--- src/utf8v_pkg.sv ---
// shared types, constants and helpers of the utf8 stream validator
// no dependencies
`default_nettype none

package utf8v_pkg;

  localparam int OFFSET_BITS = 32;
  localparam int OUT_BITS    = 32;

  typedef logic [OFFSET_BITS-1:0] off_t;
  typedef logic [OUT_BITS-1:0]    word_t;

  typedef enum logic [2:0] {
    ST_MID      = 3'd0,
    ST_DONE     = 3'd1,
    ST_BAD_LEAD = 3'd2,
    ST_TRUNC    = 3'd3,
    ST_BAD_CONT = 3'd4,
    ST_OVERLONG = 3'd5,
    ST_HALTED   = 3'd6
  } status_t;

  localparam logic [7:0] MASK_ASCII = 8'h80;
  localparam logic [7:0] MASK_LEAD2 = 8'hE0;
  localparam logic [7:0] PAT_LEAD2  = 8'hC0;
  localparam logic [7:0] MASK_LEAD3 = 8'hF0;
  localparam logic [7:0] PAT_LEAD3  = 8'hE0;
  localparam logic [7:0] MASK_LEAD4 = 8'hF8;
  localparam logic [7:0] PAT_LEAD4  = 8'hF0;
  localparam logic [7:0] MASK_CONT  = 8'hC0;
  localparam logic [7:0] PAT_CONT   = 8'h80;
  localparam logic [7:0] MASK_OVL2  = 8'h1E;
  localparam logic [7:0] MASK_OVL3  = 8'h20;
  localparam logic [7:0] MASK_OVL4  = 8'h30;
  localparam logic [7:0] LEAD_E0    = 8'hE0;
  localparam logic [7:0] LEAD_F0    = 8'hF0;

  typedef struct packed {
    logic [7:0] data_byte;
    logic       stream_last;
  } item_t;

  typedef struct packed {
    status_t    status;
    word_t      char_offset;
    logic [2:0] char_length;
    word_t      char_total;
    word_t      error_offset;
    logic       stream_end;
  } result_t;

  // sequence length from the lead byte, 0 for an invalid lead
  function automatic logic [2:0] lead_length(input logic [7:0] b);
    logic [2:0] n;
    if ((b & MASK_ASCII) == 8'h00)            n = 3'd1;
    else if ((b & MASK_LEAD2) == PAT_LEAD2)   n = 3'd2;
    else if ((b & MASK_LEAD3) == PAT_LEAD3)   n = 3'd3;
    else if ((b & MASK_LEAD4) == PAT_LEAD4)   n = 3'd4;
    else                                      n = 3'd0;
    return n;
  endfunction

endpackage

`default_nettype wire

--- src/utf8v_in_stage.sv ---
// input register of the utf8 stream validator
// depends on utf8v_pkg
`default_nettype none

module utf8v_in_stage
  import utf8v_pkg::*;
(
  input  logic  clk,
  input  logic  rst,
  input  logic  in_valid,
  output logic  in_ready,
  input  item_t in_item,
  input  logic  advance,
  output logic  q_valid,
  output item_t q_item
);

  logic take;

  assign in_ready = !q_valid || advance;
  assign take     = in_valid && in_ready;

  always_ff @(posedge clk) begin
    if (rst) begin
      q_valid <= 1'b0;
    end else if (take) begin
      q_valid <= 1'b1;
    end else if (advance) begin
      q_valid <= 1'b0;
    end
  end

  always_ff @(posedge clk) begin
    if (take) begin
      q_item <= in_item;
    end
  end

endmodule

`default_nettype wire

--- config.mk ---
export PLATFORM = sky130hd
export DESIGN_NAME = utf8v_in_stage
export DESIGN_NICKNAME = d
export VERILOG_FILES = /design/src/utf8v_pkg.sv /design/src/utf8v_in_stage.sv
export SDC_FILE = /design/constraint.sdc
export NUM_CORES = 1
export LEC_CHECK = 0
export ABC_AREA = 1
export ABC_CLOCK_PERIOD_IN_PS = 1730
export BUFFER_PORTS_ARGS = -buffer_cell sky130_fd_sc_hd__buf_2
export CAP_MARGIN = 20
export CORE_AREA = 3 3 40 42
export CTS_BUF_LIST = sky130_fd_sc_hd__clkbuf_8 sky130_fd_sc_hd__clkbuf_16
export DETAILED_ROUTE_END_ITERATION = 7
export DIE_AREA = 0 0 43 45
export PLACE_DENSITY = 0.53
export SLEW_MARGIN = 20
export SYNTH_ARGS = -nofsm -noshare
export SYNTH_HDL_FRONTEND = slang
export SYNTH_SLANG_ARGS = --single-unit
export TNS_END_PERCENT = 5
--- constraint.sdc ---
create_clock -name clk -period 1.73 [get_ports clk]
set_input_delay 0 -clock clk [delete_from_list [all_inputs] [get_ports clk]]
set_output_delay 0 -clock clk [all_outputs]
set_load 0.1 [all_outputs]
=== After elaboration in Yosys (flattened, before gate mapping) ===
Index checks and enable logic that the tools add are counted.

* Add/subtract/negate cells: 0
* Multipliers: 0
* Divide/modulo/power cells: 0
* Order comparisons: 0
* Eq/ne operators: 0
* Shift-type cells: 0
* Multiplexer cells: 2
* Bitwise operators: 0
* Reductions and logical operators: 4

{| class="wikitable"
|+ Operators with widths
! cell !! count
|-
| 1-bit two-way mux || 2
|-
| 2-bit nonzero test || 1
|-
| 1-bit logical AND || 1
|-
| 1-bit zero test || 1
|-
| 1-bit logical OR || 1
|}

* Register bits after elaboration: 10
* Bits in latches: 0
* Bits in writable memories: 0
* ROM bits: 0
* Input bits: 13
* Output and inout port bits: 11
* Logic and storage cells: 9
* Memories kept: 0

=== Depth between registers and ports, before layout ===
Gate-level depths: netlist (run 1).

* Depth in word-level cells: 4
* Gate-level depth with buffers: 3
* Gate-level depth less buffers: 3

=== Worst setup path before layout (run 1) ===
Ideal clock, no wire load.

* Path kind: reg2reg
* From: register q_valid
* To: register q_valid
* Setup time: 0.072 ns
* Arrival time: 1.768 ns
* Data required time: 1.658 ns
* Path slack: -0.111 ns
* Cell stages (with the launch flop): 3
* Buffers on the path: 0
* Cell sequence: dfxtp_1 > nand2_2 > a21oi_2

* Word-level cells in the longest chain between the ends: 4

{| class="wikitable"
|+ Ends and longest elaborated chain
! what !! RTL line !! RTL
|-
| start, declared || utf8v_in_stage.sv:14 || <nowiki>output logic q_valid,</nowiki>
|-
| start signal, assigned || utf8v_in_stage.sv:25 || <nowiki>q_valid <= 1'b0;</nowiki>
|-
| start signal, assigned || utf8v_in_stage.sv:27 || <nowiki>q_valid <= 1'b1;</nowiki>
|-
| start signal, assigned || utf8v_in_stage.sv:29 || <nowiki>q_valid <= 1'b0;</nowiki>
|-
| 1-bit zero test * || utf8v_in_stage.sv:20 || <nowiki>assign in_ready = !q_valid || advance;</nowiki>
|-
| 1-bit logical OR * || utf8v_in_stage.sv:20 ||
|-
| via in_ready || utf8v_in_stage.sv:11 || <nowiki>output logic in_ready,</nowiki>
|-
| 1-bit logical AND * || utf8v_in_stage.sv:21 || <nowiki>assign take = in_valid && in_ready;</nowiki>
|-
| 1-bit two-way mux / 2-bit nonzero test (equally long branches) || -- ||
|}

The timed path passes the listed nets; every way through them passes the cells marked *.
A chain may end at the register's enable or synchronous reset.

=== Worst setup path after layout (run 1) ===
* From: register q_valid
* To: output in_ready

* Word-level cells in the longest chain between the ends: 2

{| class="wikitable"
|+ Ends and longest elaborated chain
! what !! RTL line
|-
| 1-bit zero test || utf8v_in_stage.sv:20
|-
| 1-bit logical OR || utf8v_in_stage.sv:20
|-
| end, declared || utf8v_in_stage.sv:11
|}

No other way between the ends.

==> out/qor.json, run 1 <==
{
  "accumulated_negative_setup_slack": {"value": 0, "unit": "ps"},
  "port-buffer-count": {"value": 23},
  "design.die.area": {"value": 0.00194, "unit": "sq mm"},
  "p_leak": {"value": 0.276, "unit": "nW"},
  "path_clk_slew": {"value": 50, "unit": "ps"},
  "grt_setup_unrepaired": {"value": "no"},
  "crit_type": {"value": "register to output port"},
  "fp.coreArea": {"value": 0.00128, "unit": "sq mm"},
  "worstHoldStart": {"value": "advance"},
  "final_period_demand_of_the_worst_path": {"value": 1060, "unit": "ps"},
  "area_growth": {"value": 93.7, "unit": "%"},
  "critPathLaunch": {"value": "q_valid$_SDFFE_PP0P_"},
  "totalWireLength": {"value": 713, "unit": "um"},
  "n_antenna_cell": {"value": 0},
  "ant_nets": {"value": 0},
  "dpl-instance-area": {"value": 460, "unit": "sq um"},
  "grt_antenna_before_repair": {"value": 0},
  "tritoncts": {"value": "done"},
  "timing_max_transition_violations_final": {"value": 0},
  "number_of_filler_instances_in_the_final_layout": {"value": 127},
  "clock-root-buffer": {"value": "sky130_fd_sc_hd__clkbuf_8"},
  "grt_start_max_net_pins": {"value": 10},
  "worst_skew_pair.late_latency": {"value": 240, "unit": "ps"},
  "ctsHtreeMaxLevel": {"value": 1},
  "critical_path_peak_fanout": {"value": 3},
  "final_net_count": {"value": 67},
  "synth-main-ff-cell": {"value": "sky130_fd_sc_hd__edfxtp_1"},
  "worst_hold_path_type": {"value": "input pin to register"},
  "routedWlPerCell": {"value": 10.5, "unit": "um"},
  "grt_pass1_wl": {"value": 1.11, "unit": "mm"},
  "final_cells": {"value": 68},
  "maxCapViolCount": {"value": 0},
  "slew-limit-headroom": {"value": 0.678},
  "grt.total_usage": {"value": 0.0898},
  "tightestPinTransition": {"value": 487, "unit": "ps"},
  "synth.net_count": {"value": 28},
  "post-synth-top-area-fraction": {"value": 0.850},
  "setup_violations": {"value": 0},
  "synth-warning-count": {"value": 0},
  "total_power": {"value": 0.000735, "unit": "W"},
  "rr_startpoint": {"value": "q_valid$_SDFFE_PP0P_"},
  "worst_clock_skew": {"value": 4.84, "unit": "ps"},
  "ctsLongestPathBuffers": {"value": 2},
  "io_pins": {"value": 24},
  "grt_pass1_vias": {"value": 276},
  "syn-instance-count": {"value": 15},
  "cp-start-kind": {"value": "register"},
  "gpl.final_weighted_congestion": {"value": 0.590},
  "die_height": {"value": 45, "unit": "um"},
  "synthDistinctLibCells": {"value": 7},
  "grt_overflow_total": {"value": 0},
  "remaining_drc_errors": {"value": 0},
  "syn-mean-instance-area": {"value": 21.2, "unit": "sq um"},
  "initial_utilization": {"value": 0.247},
  "powerDensity": {"value": 1190, "unit": "mW/mm^2"},
  "syn-cell-area": {"value": 318, "unit": "sq um"},
  "dp.cells": {"value": 54},
  "crit_path_dat": {"value": 1060, "unit": "ps"},
  "run_status": {"value": "finished, final reports clean"},
  "synthTopCellsByArea": {"value": "sky130_fd_sc_hd__edfxtp_1 85%, sky130_fd_sc_hd__dfxtp_1 6.3%, sky130_fd_sc_hd__a21oi_2 2.8%"},
  "drt-vias-per-instance": {"value": 3.85},
  "postSynthRegisterBits": {"value": 10},
  "drc_marker_count_from_the_first_detailed_route_iteration": {"value": 1},
  "cts-buffers-inserted": {"value": 3},
  "layout_worst_path_cycle_share": {"value": 0.611},
  "yosys.area.top_type": {"value": "sky130_fd_sc_hd__edfxtp_1"},
  "final_layout_size_suffix_gt1_frac": {"value": 0.604},
  "ir_drop": {"value": 0.469, "unit": "mV"},
  "chipWidth": {"value": 43, "unit": "um"},
  "cts.sinks": {"value": 10},
  "synth-edff-count": {"value": 9},
  "route.vias.total": {"value": 262},
  "firstDrtPassIters": {"value": 2},
  "core.rowCount": {"value": 13},
  "fmaxAchievable": {"value": 946, "unit": "MHz"},
  "worst_setup_path_end_kind": {"value": "output port"},
  "synthArstFlopShare": {"value": 0},
  "yosys.cell_count.top_type": {"value": "sky130_fd_sc_hd__edfxtp_1"},
  "fin_area": {"value": 616, "unit": "sq um"},
  "report.final.hold_viol_count": {"value": 0},
  "post_cts_resized": {"value": 0},
  "seq_area_frac_synth": {"value": 0.913},
  "worst-endpoint-required": {"value": 1730, "unit": "ps"}
}
## per-stage QoR
stage / util / setup WS [ps] / hold WS (ps)
2_1_floorplan: - / 276 / 55.1
3_3_place_gp: 0.358 / 809 / 152
3_5_place_dp: 0.358 / 792 / 157
4_1_cts: 0.479 / 662 / 12.6
5_1_grt: 0.479 / 624 / 48.9
6_report: 0.479 / 673 / 13.0
## per-layer routing
layer  global-route usage  routed length, um  part of all wire
met5                    0                  0                 0
met4                0.108                 28             0.039
met3               0.0518                 62             0.087
met2                0.144                383              0.54
met1               0.0684                238              0.33
## final cells by class
type,instances,area (sq um),share of cell area
repair buffers,34,223,0.362
clock buffers,4,55.1,0.0894
flip-flops and latches,10,292,0.474
multi-input cells,3,20.0,0.0325
inverters,2,7.51,0.0122
well taps,15,18.8,0.0305
## final timing paths
check / end / slack [ps] / cells after the start
hold reg to reg: q_valid$_SDFFE_PP0P_ / 470 / 2
setup / recovery: in_ready / 670 / 2
setup reg to reg: q_item[0]$_DFFE_PP_ / 780 / 2
hold / removal: q_valid$_SDFFE_PP0P_ / 10 / 4
## what timing repair did
item                      4_1_cts  5_1_grt
hold endpoints to repair       10        0
hold buffers                   10        0
buffers inserted                0        0
## where the power goes
group	total (W)	internal [W]	leakage, nW	switching (W)
registers	0.000284	0.000281	0.0957	0.00000347
clock network	0.000286	0.000200	0.0288	0.0000866
logic	0.000164	0.0000375	0.151	0.000127
total	0.000735	0.000518	0.276	0.000217
## critical path, stage by stage, from the launching register on
cell and delay [ps]:
sky130_fd_sc_hd__dfxtp_2 320, sky130_fd_sc_hd__nand2_2 70, sky130_fd_sc_hd__buf_2 420
## cell families after synthesis
group / Yosys count / synth area share
DFF: 10 / 0.913
AOI/OAI and AO/OA: 2 / 0.0433
buffers and inverters: 2 / 0.0236
and+or+nand+nor: 1 / 0.0197
## flip-flops by register name, indices dropped and copies added (netlist names)
| signal | cells |
|---|---|
| q_item | 9 |
| q_valid | 1 |
## cells in the final DEF, fill, tap and decap left out
cell type                       netlist  final
sky130_fd_sc_hd__a21oi_1              1      1
sky130_fd_sc_hd__a21oi_2              1      1
sky130_fd_sc_hd__buf_2                0     23
sky130_fd_sc_hd__buf_4                0      1
sky130_fd_sc_hd__clkbuf_8             0      4
sky130_fd_sc_hd__dfxtp_2              0      1
sky130_fd_sc_hd__dlygate4sd3_1        0     10
sky130_fd_sc_hd__edfxtp_1             9      9
sky130_fd_sc_hd__inv_1                1      1
sky130_fd_sc_hd__inv_2                1      1
sky130_fd_sc_hd__nand2_2              1      1
No activity file was read; power rests on OpenSTA's default activity.
==> run 2: changes to the inputs <==
- ABC_CLOCK_PERIOD_IN_PS: 1730 -> 1000
- clock period: 1.73 -> 1 ns (I/O delays scaled with it)
==> run 2 against run 1 <==
Effect of this change:
- final cell count unchanged
- sequential cell count unchanged
- wire length up 5.8%
- critical path type unchanged
- critical endpoint unchanged
==> out/qor.json, run 2 (synthesis results as in run 1) <==
{
  "run_status": {"value": "finished, final reports clean", "change": "unchanged"},
  "layout_worst_path_cycle_share": {"value": 0.970},
  "ir_drop": {"value": 0.949, "unit": "mV", "change": "was 0.469 mV"},
  "accumulated_negative_setup_slack": {"value": 0, "unit": "ps", "change": "unchanged"},
  "r2r_cells": {"value": 1, "change": "was 2"},
  "grtUsageMet1": {"value": 0.0684, "change": "unchanged"},
  "ctsHtreeMaxLevel": {"value": 1, "change": "unchanged"},
  "dp.cells": {"value": 54, "change": "unchanged"},
  "fp.coreArea": {"value": 0.00128, "unit": "sq mm", "change": "unchanged"},
  "met3_usage_in_global_routing": {"value": 0.0518, "change": "unchanged"},
  "totalWireLength": {"value": 754, "unit": "um", "change": "was 713 um"},
  "ant_nets": {"value": 0, "change": "unchanged"},
  "slew-limit-headroom": {"value": 0.793, "change": "was 0.678"},
  "grt_overflow_total": {"value": 0, "change": "unchanged"},
  "worst_clock_skew": {"value": 3.60, "unit": "ps", "change": "was 4.84 ps"},
  "chipWidth": {"value": 43, "unit": "um", "change": "unchanged"},
  "grt_most_used_layer": {"value": "met2", "change": "unchanged"},
  "layout.cells.most_common": {"value": "sky130_fd_sc_hd__buf_2", "change": "unchanged"},
  "worst_skew_pair.late_latency": {"value": 230, "unit": "ps", "change": "was 240 ps"},
  "final_period_demand_of_the_worst_path": {"value": 970, "unit": "ps"},
  "worst-endpoint-required": {"value": 1000, "unit": "ps", "change": "was 1730 ps"},
  "layout_common_cells": {"value": "12 x sky130_fd_sc_hd__buf_2, 11 x sky130_fd_sc_hd__buf_12, 10 x sky130_fd_sc_hd__dlygate4sd3_1", "change": "was 23 x sky130_fd_sc_hd__buf_2, 10 x sky130_fd_sc_hd__dlygate4sd3_1, 9 x sky130_fd_sc_hd__edfxtp_1"},
  "crit_path_dat": {"value": 970, "unit": "ps", "change": "was 1060 ps"},
  "tritoncts": {"value": "done", "change": "unchanged"},
  "report.final.hold_viol_count": {"value": 0, "change": "unchanged"},
  "worst_hold_path.endpoint": {"value": "q_valid$_SDFFE_PP0P_", "change": "unchanged"},
  "largest-register": {"value": "q_item", "change": "unchanged"},
  "n_antenna_cell": {"value": 0, "change": "unchanged"},
  "grt_pass1_vias": {"value": 285, "change": "was 276"},
  "grt.total_usage": {"value": 0.0838, "change": "was 0.0898"},
  "r2r_end": {"value": "q_item[1]$_DFFE_PP_", "change": "was q_item[0]$_DFFE_PP_"},
  "maxCapViolCount": {"value": 0, "change": "unchanged"},
  "cp_cell_sequence": {"value": "buf_4 > nand2_4 > buf_12", "change": "was nand2_2 > buf_2"},
  "crit_buf_inv": {"value": 2, "change": "was 1"},
  "grt_pass1_wl": {"value": 1.08, "unit": "mm", "change": "was 1.11 mm"},
  "io_pins": {"value": 24, "change": "unchanged"},
  "timing.hold.ws": {"value": 64.2, "unit": "ps", "change": "was 13.0 ps"},
  "crit_type": {"value": "register to output port", "change": "unchanged"},
  "groute.layer.met2.usage": {"value": 0.150, "change": "was 0.144"},
  "fmaxAchievable": {"value": 1030, "unit": "MHz"},
  "grt_start_max_net_pins": {"value": 10, "change": "unchanged"},
  "path_clk_slew": {"value": 40, "unit": "ps", "change": "was 50 ps"},
  "timing_max_transition_violations_final": {"value": 0, "change": "unchanged"},
  "final_net_count": {"value": 67, "change": "unchanged"},
  "design.die.area": {"value": 0.00194, "unit": "sq mm", "change": "unchanged"},
  "r2r_slack": {"value": 50, "unit": "ps", "change": "was 780 ps"},
  "worst_hold_path_type": {"value": "input pin to register", "change": "unchanged"},
  "worst_setup_path_end_kind": {"value": "output port", "change": "unchanged"},
  "die_height": {"value": 45, "unit": "um", "change": "unchanged"},
  "critical-path-max-stage-delay": {"value": 340, "unit": "ps", "change": "was 420 ps"},
  "final_layout_size_suffix_gt1_frac": {"value": 0.604, "change": "unchanged"},
  "port-buffer-count": {"value": 23, "change": "unchanged"},
  "ctsLongestPathBuffers": {"value": 2, "change": "unchanged"},
  "cts-buffers-inserted": {"value": 3, "change": "unchanged"},
  "powerDensity": {"value": 1620, "unit": "mW/mm^2", "change": "was 1190 mW/mm^2"},
  "route.vias.total": {"value": 267, "change": "was 262"},
  "firstDrtPassIters": {"value": 2, "change": "unchanged"},
  "remaining_drc_errors": {"value": 0, "change": "unchanged"},
  "worstHoldPathCells": {"value": 4, "change": "unchanged"},
  "routedWlPerCell": {"value": 11.1, "unit": "um", "change": "was 10.5 um"},
  "cp-start-kind": {"value": "register", "change": "unchanged"},
  "largest_reg_flops": {"value": 9, "change": "unchanged"},
  "grt_antenna_before_repair": {"value": 0, "change": "unchanged"},
  "cts.sinks": {"value": 10, "change": "unchanged"},
  "clock-root-buffer": {"value": "sky130_fd_sc_hd__clkbuf_8", "change": "unchanged"},
  "critPathTopFamily": {"value": "flip-flops", "change": "was buffers and inverters"},
  "initial_utilization": {"value": 0.247, "change": "unchanged"},
  "core.rowCount": {"value": 13, "change": "unchanged"},
  "post_cts.repair.setup_buffers": {"value": 0, "change": "unchanged"},
  "drc_marker_count_from_the_first_detailed_route_iteration": {"value": 5, "change": "was 1"},
  "critical_path_peak_fanout": {"value": 2, "change": "was 3"},
  "worstHoldStart": {"value": "advance", "change": "unchanged"},
  "grt_setup_unrepaired": {"value": "no", "change": "unchanged"},
  "setup_violations": {"value": 0, "change": "unchanged"},
  "critPathLaunch": {"value": "q_valid$_SDFFE_PP0P_", "change": "unchanged"},
  "cp_slowest_cell": {"value": "sky130_fd_sc_hd__dfxtp_4", "change": "was sky130_fd_sc_hd__buf_2"},
  "p_leak": {"value": 0.340, "unit": "nW", "change": "was 0.276 nW"},
  "final_cells": {"value": 68, "change": "unchanged"},
  "area_growth": {"value": 148, "unit": "%", "change": "was 93.7%"},
  "gpl.final_weighted_congestion": {"value": 0.678, "change": "was 0.590"},
  "rr_startpoint": {"value": "q_valid$_SDFFE_PP0P_", "change": "unchanged"},
  "tightestPinTransition": {"value": 310, "unit": "ps", "change": "was 487 ps"},
  "largestRegisters": {"value": "q_item: 9 flops, q_valid: 1 flops", "change": "unchanged"},
  "drt-vias-per-instance": {"value": 3.93, "change": "was 3.85"}
}
[run 2: changes by cell type in the layout (fill, tap and decap cells not counted)]
cell / change
sky130_fd_sc_hd__clkinv_1: +1
sky130_fd_sc_hd__clkbuf_8: -1
sky130_fd_sc_hd__buf_2: -11
sky130_fd_sc_hd__buf_12: +11
sky130_fd_sc_hd__dfxtp_2: -1
sky130_fd_sc_hd__nand2_4: +1
sky130_fd_sc_hd__a21oi_1: -1
sky130_fd_sc_hd__nand2_2: -1
sky130_fd_sc_hd__dfxtp_4: +1
sky130_fd_sc_hd__a21oi_4: +1
[run 2: through the flow]
stage	utilization	total power, W	area [sq um]	setup WS [ps]
floorplan	-	0.000709	338	-45.5
global placement	0.501	0.000853	644	58.7
detailed placement	0.501	0.000859	644	48.3
CTS	0.614	0.00129	790	21.9
global route	0.614	0.00132	790	2.58
finish	0.614	0.00128	790	30.3
[run 2: timing repair]
item,4_1_cts,5_1_grt
hold buffers,10,0
resized for setup,0,0
endpoints found under the hold margin,10,0
[run 2: routing by layer]
metal	share of wire	wire length, um
met1	0.33	247
met3	0.12	88
met4	0	0
met5	0	0
met2	0.55	417
[run 2: power by group]
group | leakage [nW] | switching [W] | internal [W] | total, W
clock network | 0.0231 | 0.000135 | 0.000267 | 0.000402
registers | 0.0960 | 0.0000196 | 0.000487 | 0.000506
logic | 0.220 | 0.000227 | 0.000145 | 0.000372
total | 0.340 | 0.000382 | 0.000898 | 0.00128
[run 2: tightest hold or removal path, delay by kind of cell]
kind / cells / cell delay, ps
AO/OA/AOI/OAI: 1 / 50
buffers and inverters: 2 / 130
AND/OR/NAND/NOR: 1 / 70
[run 2: area by class of cell]
type | instances | area (sq um)
repair buffers | 34 | 388
inverters | 2 | 7.51
multi-input cells | 3 | 36.3
well taps | 15 | 18.8
clock inverters | 1 | 3.75
clock buffers | 3 | 41.3
flip-flops and latches | 10 | 294
fillers | 93 | 495
[run 2: worst max path at each step]
stage                                endpoint  slack [ps]  depth (start not counted)
final                                in_ready          30                          3
after global routing                 in_ready           3                          3
after CTS                            in_ready          20                          3
after detailed placement  q_item[7]$_DFFE_PP_          50                          1
after global placement    q_item[6]$_DFFE_PP_          60                          1
after floorplan           q_item[0]$_DFFE_PP_         -50                          1
==> run 3: changes to the inputs <==
- ABC_AREA: 1 -> unset
- HOLD_SLACK_MARGIN: unset -> 0.1
- PLACE_DENSITY: 0.53 -> 0.54
==> run 3 against run 2 <==
Effect of this change:
- register-to-register slack hardly changed
- highest routed layer is now met4
- clock skew is 3.4 ps lower
- worst setup slack better by 25 ps
- critical endpoint is now q_item[8]$_DFFE_PP_
==> out/qor.json, run 3 <==
{
  "run_status": {"value": "finished, final reports clean", "change": "unchanged"},
  "p_leak": {"value": 0.335, "unit": "nW", "change": "was 0.340 nW"},
  "syn-instance-count": {"value": 14, "change": "was 15"},
  "post-synth-top-area-fraction": {"value": 0.831, "change": "was 0.850"},
  "port-buffer-count": {"value": 23, "change": "unchanged"},
  "remaining_drc_errors": {"value": 0, "change": "unchanged"},
  "crit_type": {"value": "register to register", "change": "was register to output port"},
  "layout_common_cells": {"value": "12 x sky130_fd_sc_hd__buf_2, 11 x sky130_fd_sc_hd__dlygate4sd3_1, 11 x sky130_fd_sc_hd__buf_12", "change": "was 12 x sky130_fd_sc_hd__buf_2, 11 x sky130_fd_sc_hd__buf_12, 10 x sky130_fd_sc_hd__dlygate4sd3_1"},
  "timing.hold.ws": {"value": 66.0, "unit": "ps", "change": "was 64.2 ps"},
  "layout_worst_path_cycle_share": {"value": 0.945, "change": "was 0.970"},
  "largest-register": {"value": "q_item", "change": "unchanged"},
  "layout.cells.most_common": {"value": "sky130_fd_sc_hd__buf_2", "change": "unchanged"},
  "n_antenna_cell": {"value": 0, "change": "unchanged"},
  "post_cts.repair.setup_buffers": {"value": 0, "change": "unchanged"},
  "crit_path_dat": {"value": 880, "unit": "ps", "change": "was 970 ps"},
  "syn-cell-area": {"value": 325, "unit": "sq um", "change": "was 318 sq um"},
  "ctsHoldBuffers": {"value": 11, "change": "was 10"},
  "cts-buffers-inserted": {"value": 3, "change": "unchanged"},
  "core.rowCount": {"value": 13, "change": "unchanged"},
  "final_period_demand_of_the_worst_path": {"value": 945, "unit": "ps", "change": "was 970 ps"},
  "worst_skew_pair.late_latency": {"value": 230, "unit": "ps", "change": "about the same"},
  "design.die.area": {"value": 0.00194, "unit": "sq mm", "change": "unchanged"},
  "synthTopCellsByArea": {"value": "sky130_fd_sc_hd__edfxtp_1 83%, sky130_fd_sc_hd__dfxtp_1 6.2%, sky130_fd_sc_hd__nand2b_4 4.2%", "change": "was sky130_fd_sc_hd__edfxtp_1 85%, sky130_fd_sc_hd__dfxtp_1 6.3%, sky130_fd_sc_hd__a21oi_2 2.8%"},
  "synth-warning-count": {"value": 0, "change": "unchanged"},
  "clock-root-buffer": {"value": "sky130_fd_sc_hd__clkbuf_8", "change": "unchanged"},
  "route.vias.total": {"value": 255, "change": "was 267"},
  "initial_utilization": {"value": 0.253, "change": "was 0.247"},
  "synth-main-ff-cell": {"value": "sky130_fd_sc_hd__edfxtp_1", "change": "unchanged"},
  "number_of_filler_instances_in_the_final_layout": {"value": 100, "change": "was 93"},
  "grt_setup_unrepaired": {"value": "no", "change": "unchanged"},
  "setup_violations": {"value": 0, "change": "unchanged"},
  "final_cells": {"value": 67, "change": "was 68"},
  "worst_hold_path_type": {"value": "input pin to register", "change": "unchanged"},
  "firstDrtPassIters": {"value": 1, "change": "was 2"},
  "postSynthRegisterBits": {"value": 10, "change": "unchanged"},
  "total_power": {"value": 0.00128, "unit": "W", "change": "about the same"},
  "largest_reg_flops": {"value": 9, "change": "unchanged"},
  "cts.sinks": {"value": 10, "change": "unchanged"},
  "final_net_count": {"value": 66, "change": "was 67"},
  "path_clk_slew": {"value": 40, "unit": "ps", "change": "about the same"},
  "ctsLongestPathBuffers": {"value": 2, "change": "unchanged"},
  "synth.net_count": {"value": 27, "change": "was 28"},
  "critical_path_peak_fanout": {"value": 9, "change": "was 2"},
  "ctsHtreeMaxLevel": {"value": 1, "change": "unchanged"},
  "dp.cells": {"value": 52, "change": "was 54"},
  "final_layout_size_suffix_gt1_frac": {"value": 0.577, "change": "was 0.604"},
  "synthDistinctLibCells": {"value": 6, "change": "was 7"},
  "slew-limit-headroom": {"value": 0.918, "change": "was 0.793"},
  "grt_overflow_total": {"value": 0, "change": "unchanged"},
  "yosys.cell_count.top_type": {"value": "sky130_fd_sc_hd__edfxtp_1", "change": "unchanged"},
  "worst-endpoint-required": {"value": 940, "unit": "ps", "change": "was 1000 ps"},
  "powerDensity": {"value": 1630, "unit": "mW/mm^2", "change": "was 1620 mW/mm^2"},
  "area_growth": {"value": 141, "unit": "%", "change": "was 148%"},
  "chipWidth": {"value": 43, "unit": "um", "change": "unchanged"},
  "worst_clock_skew": {"value": 0.205, "unit": "ps", "change": "was 3.60 ps"},
  "gpl.final_weighted_congestion": {"value": 0.637, "change": "was 0.678"},
  "grt_pass1_vias": {"value": 269, "change": "was 285"},
  "maxCapViolCount": {"value": 0, "change": "unchanged"},
  "seq_area_frac_synth": {"value": 0.892, "change": "was 0.913"},
  "ant_nets": {"value": 0, "change": "unchanged"},
  "rr_startpoint": {"value": "q_valid$_SDFFE_PP0P_", "change": "unchanged"},
  "fp.coreArea": {"value": 0.00128, "unit": "sq mm", "change": "unchanged"},
  "timing_max_transition_violations_final": {"value": 0, "change": "unchanged"},
  "routedWlPerCell": {"value": 10.2, "unit": "um", "change": "was 11.1 um"},
  "drt-vias-per-instance": {"value": 3.81, "change": "was 3.93"},
  "synthArstFlopShare": {"value": 0, "change": "unchanged"},
  "totalWireLength": {"value": 681, "unit": "um", "change": "was 754 um"},
  "drc_marker_count_from_the_first_detailed_route_iteration": {"value": 0, "change": "was 5"},
  "io_pins": {"value": 24, "change": "unchanged"},
  "grt_start_max_net_pins": {"value": 10, "change": "unchanged"},
  "tightestPinTransition": {"value": 123, "unit": "ps", "change": "was 310 ps"},
  "grt.total_usage": {"value": 0.0840, "change": "was 0.0838"},
  "grt_antenna_before_repair": {"value": 0, "change": "unchanged"},
  "report.final.hold_viol_count": {"value": 0, "change": "unchanged"},
  "grt_pass1_wl": {"value": 1.07, "unit": "mm", "change": "was 1.08 mm"},
  "worstHoldStart": {"value": "advance", "change": "unchanged"},
  "syn-mean-instance-area": {"value": 23.2, "unit": "sq um", "change": "was 21.2 sq um"},
  "post_cts_resized": {"value": 0, "change": "unchanged"},
  "fmaxAchievable": {"value": 1060, "unit": "MHz", "change": "was 1030 MHz"},
  "tritoncts": {"value": "done", "change": "unchanged"},
  "ir_drop": {"value": 0.864, "unit": "mV", "change": "was 0.949 mV"},
  "critPathLaunch": {"value": "q_valid$_SDFFE_PP0P_", "change": "unchanged"},
  "yosys.area.top_type": {"value": "sky130_fd_sc_hd__edfxtp_1", "change": "unchanged"},
  "worst_setup_path_end_kind": {"value": "register", "change": "was output port"},
  "largestRegisters": {"value": "q_item: 9 flops, q_valid: 1 flops", "change": "unchanged"},
  "cp-start-kind": {"value": "register", "change": "unchanged"},
  "die_height": {"value": 45, "unit": "um", "change": "unchanged"},
  "synth-edff-count": {"value": 9, "change": "unchanged"},
  "final_core_occ": {"value": 0.610, "change": "was 0.614"}
}
-- run 3: changes by cell type after synthesis --
| cell | change |
|---|---|
| sky130_fd_sc_hd__a21oi_1 | -1 |
| sky130_fd_sc_hd__and2_4 | +1 |
| sky130_fd_sc_hd__inv_2 | -1 |
| sky130_fd_sc_hd__nand2_2 | -1 |
| sky130_fd_sc_hd__nand2b_4 | +1 |
-- run 3: layer usage --
layer	vias up	global-route usage	part of all wire
met5	-	0	0
met4	0	0.0904	0.028
met3	2	0.0279	0.14
met2	25	0.144	0.44
met1	101	0.0738	0.38
li1	127	-	-
-- run 3: cell type report --
type,count,area [sq um],area share
inverter,1,3.75,0.00479
timing repair buffer,34,390,0.498
clock inverter,1,3.75,0.00479
tap,15,18.8,0.0240
sequential,10,294,0.375
clock buffer,3,41.3,0.0527
multi-input combinational,3,31.3,0.0399
-- run 3: worst paths after layout --
kind | end | slack [ps] | cells past startpoint
max | q_item[8]$_DFFE_PP_ | 50 | 2
min | q_valid$_SDFFE_PP0P_ | 70 | 3
max reg2reg | q_item[8]$_DFFE_PP_ | 50 | 2
min reg2reg | q_valid$_SDFFE_PP0P_ | 530 | 2
-- run 3: worst max-delay path, cell delays in order (launching register included) --
cell and delay [ps]:
sky130_fd_sc_hd__dfxtp_4 350, sky130_fd_sc_hd__nand2b_4 90, sky130_fd_sc_hd__and2_4 210
-- run 3: power breakdown --
part           leakage (nW)  total (W)  internal, W  switching, W
Combinational         0.216   0.000364     0.000146      0.000218
Sequential           0.0960   0.000508     0.000487     0.0000210
Clock                0.0231   0.000404     0.000267      0.000137
Total                 0.335    0.00128     0.000900      0.000376
-- run 3: cells by family (layout without fill, tap and decap cells) --
| family | count (synthesis) | count (layout) | synth area share |
|---|---|---|---|
| compound gates | 1 | 1 | 0.0269 |
| buf+inv | 1 | 39 | 0.0115 |
| flops | 10 | 10 | 0.892 |
| simple gates | 2 | 2 | 0.0692 |
-- run 3: stage by stage --
| stage | setup slack [ps] | instance area [sq um] | setup TNS [ps] |
|---|---|---|---|
| detailed placement | 54.7 | 628 | 0 |
| CTS | 48.9 | 783 | 0 |
| finish | 54.8 | 783 | 0 |
| global placement | 68.6 | 628 | 0 |
| floorplan | -311 | 329 | -2850 |
| global route | 25.2 | 783 | 0 |
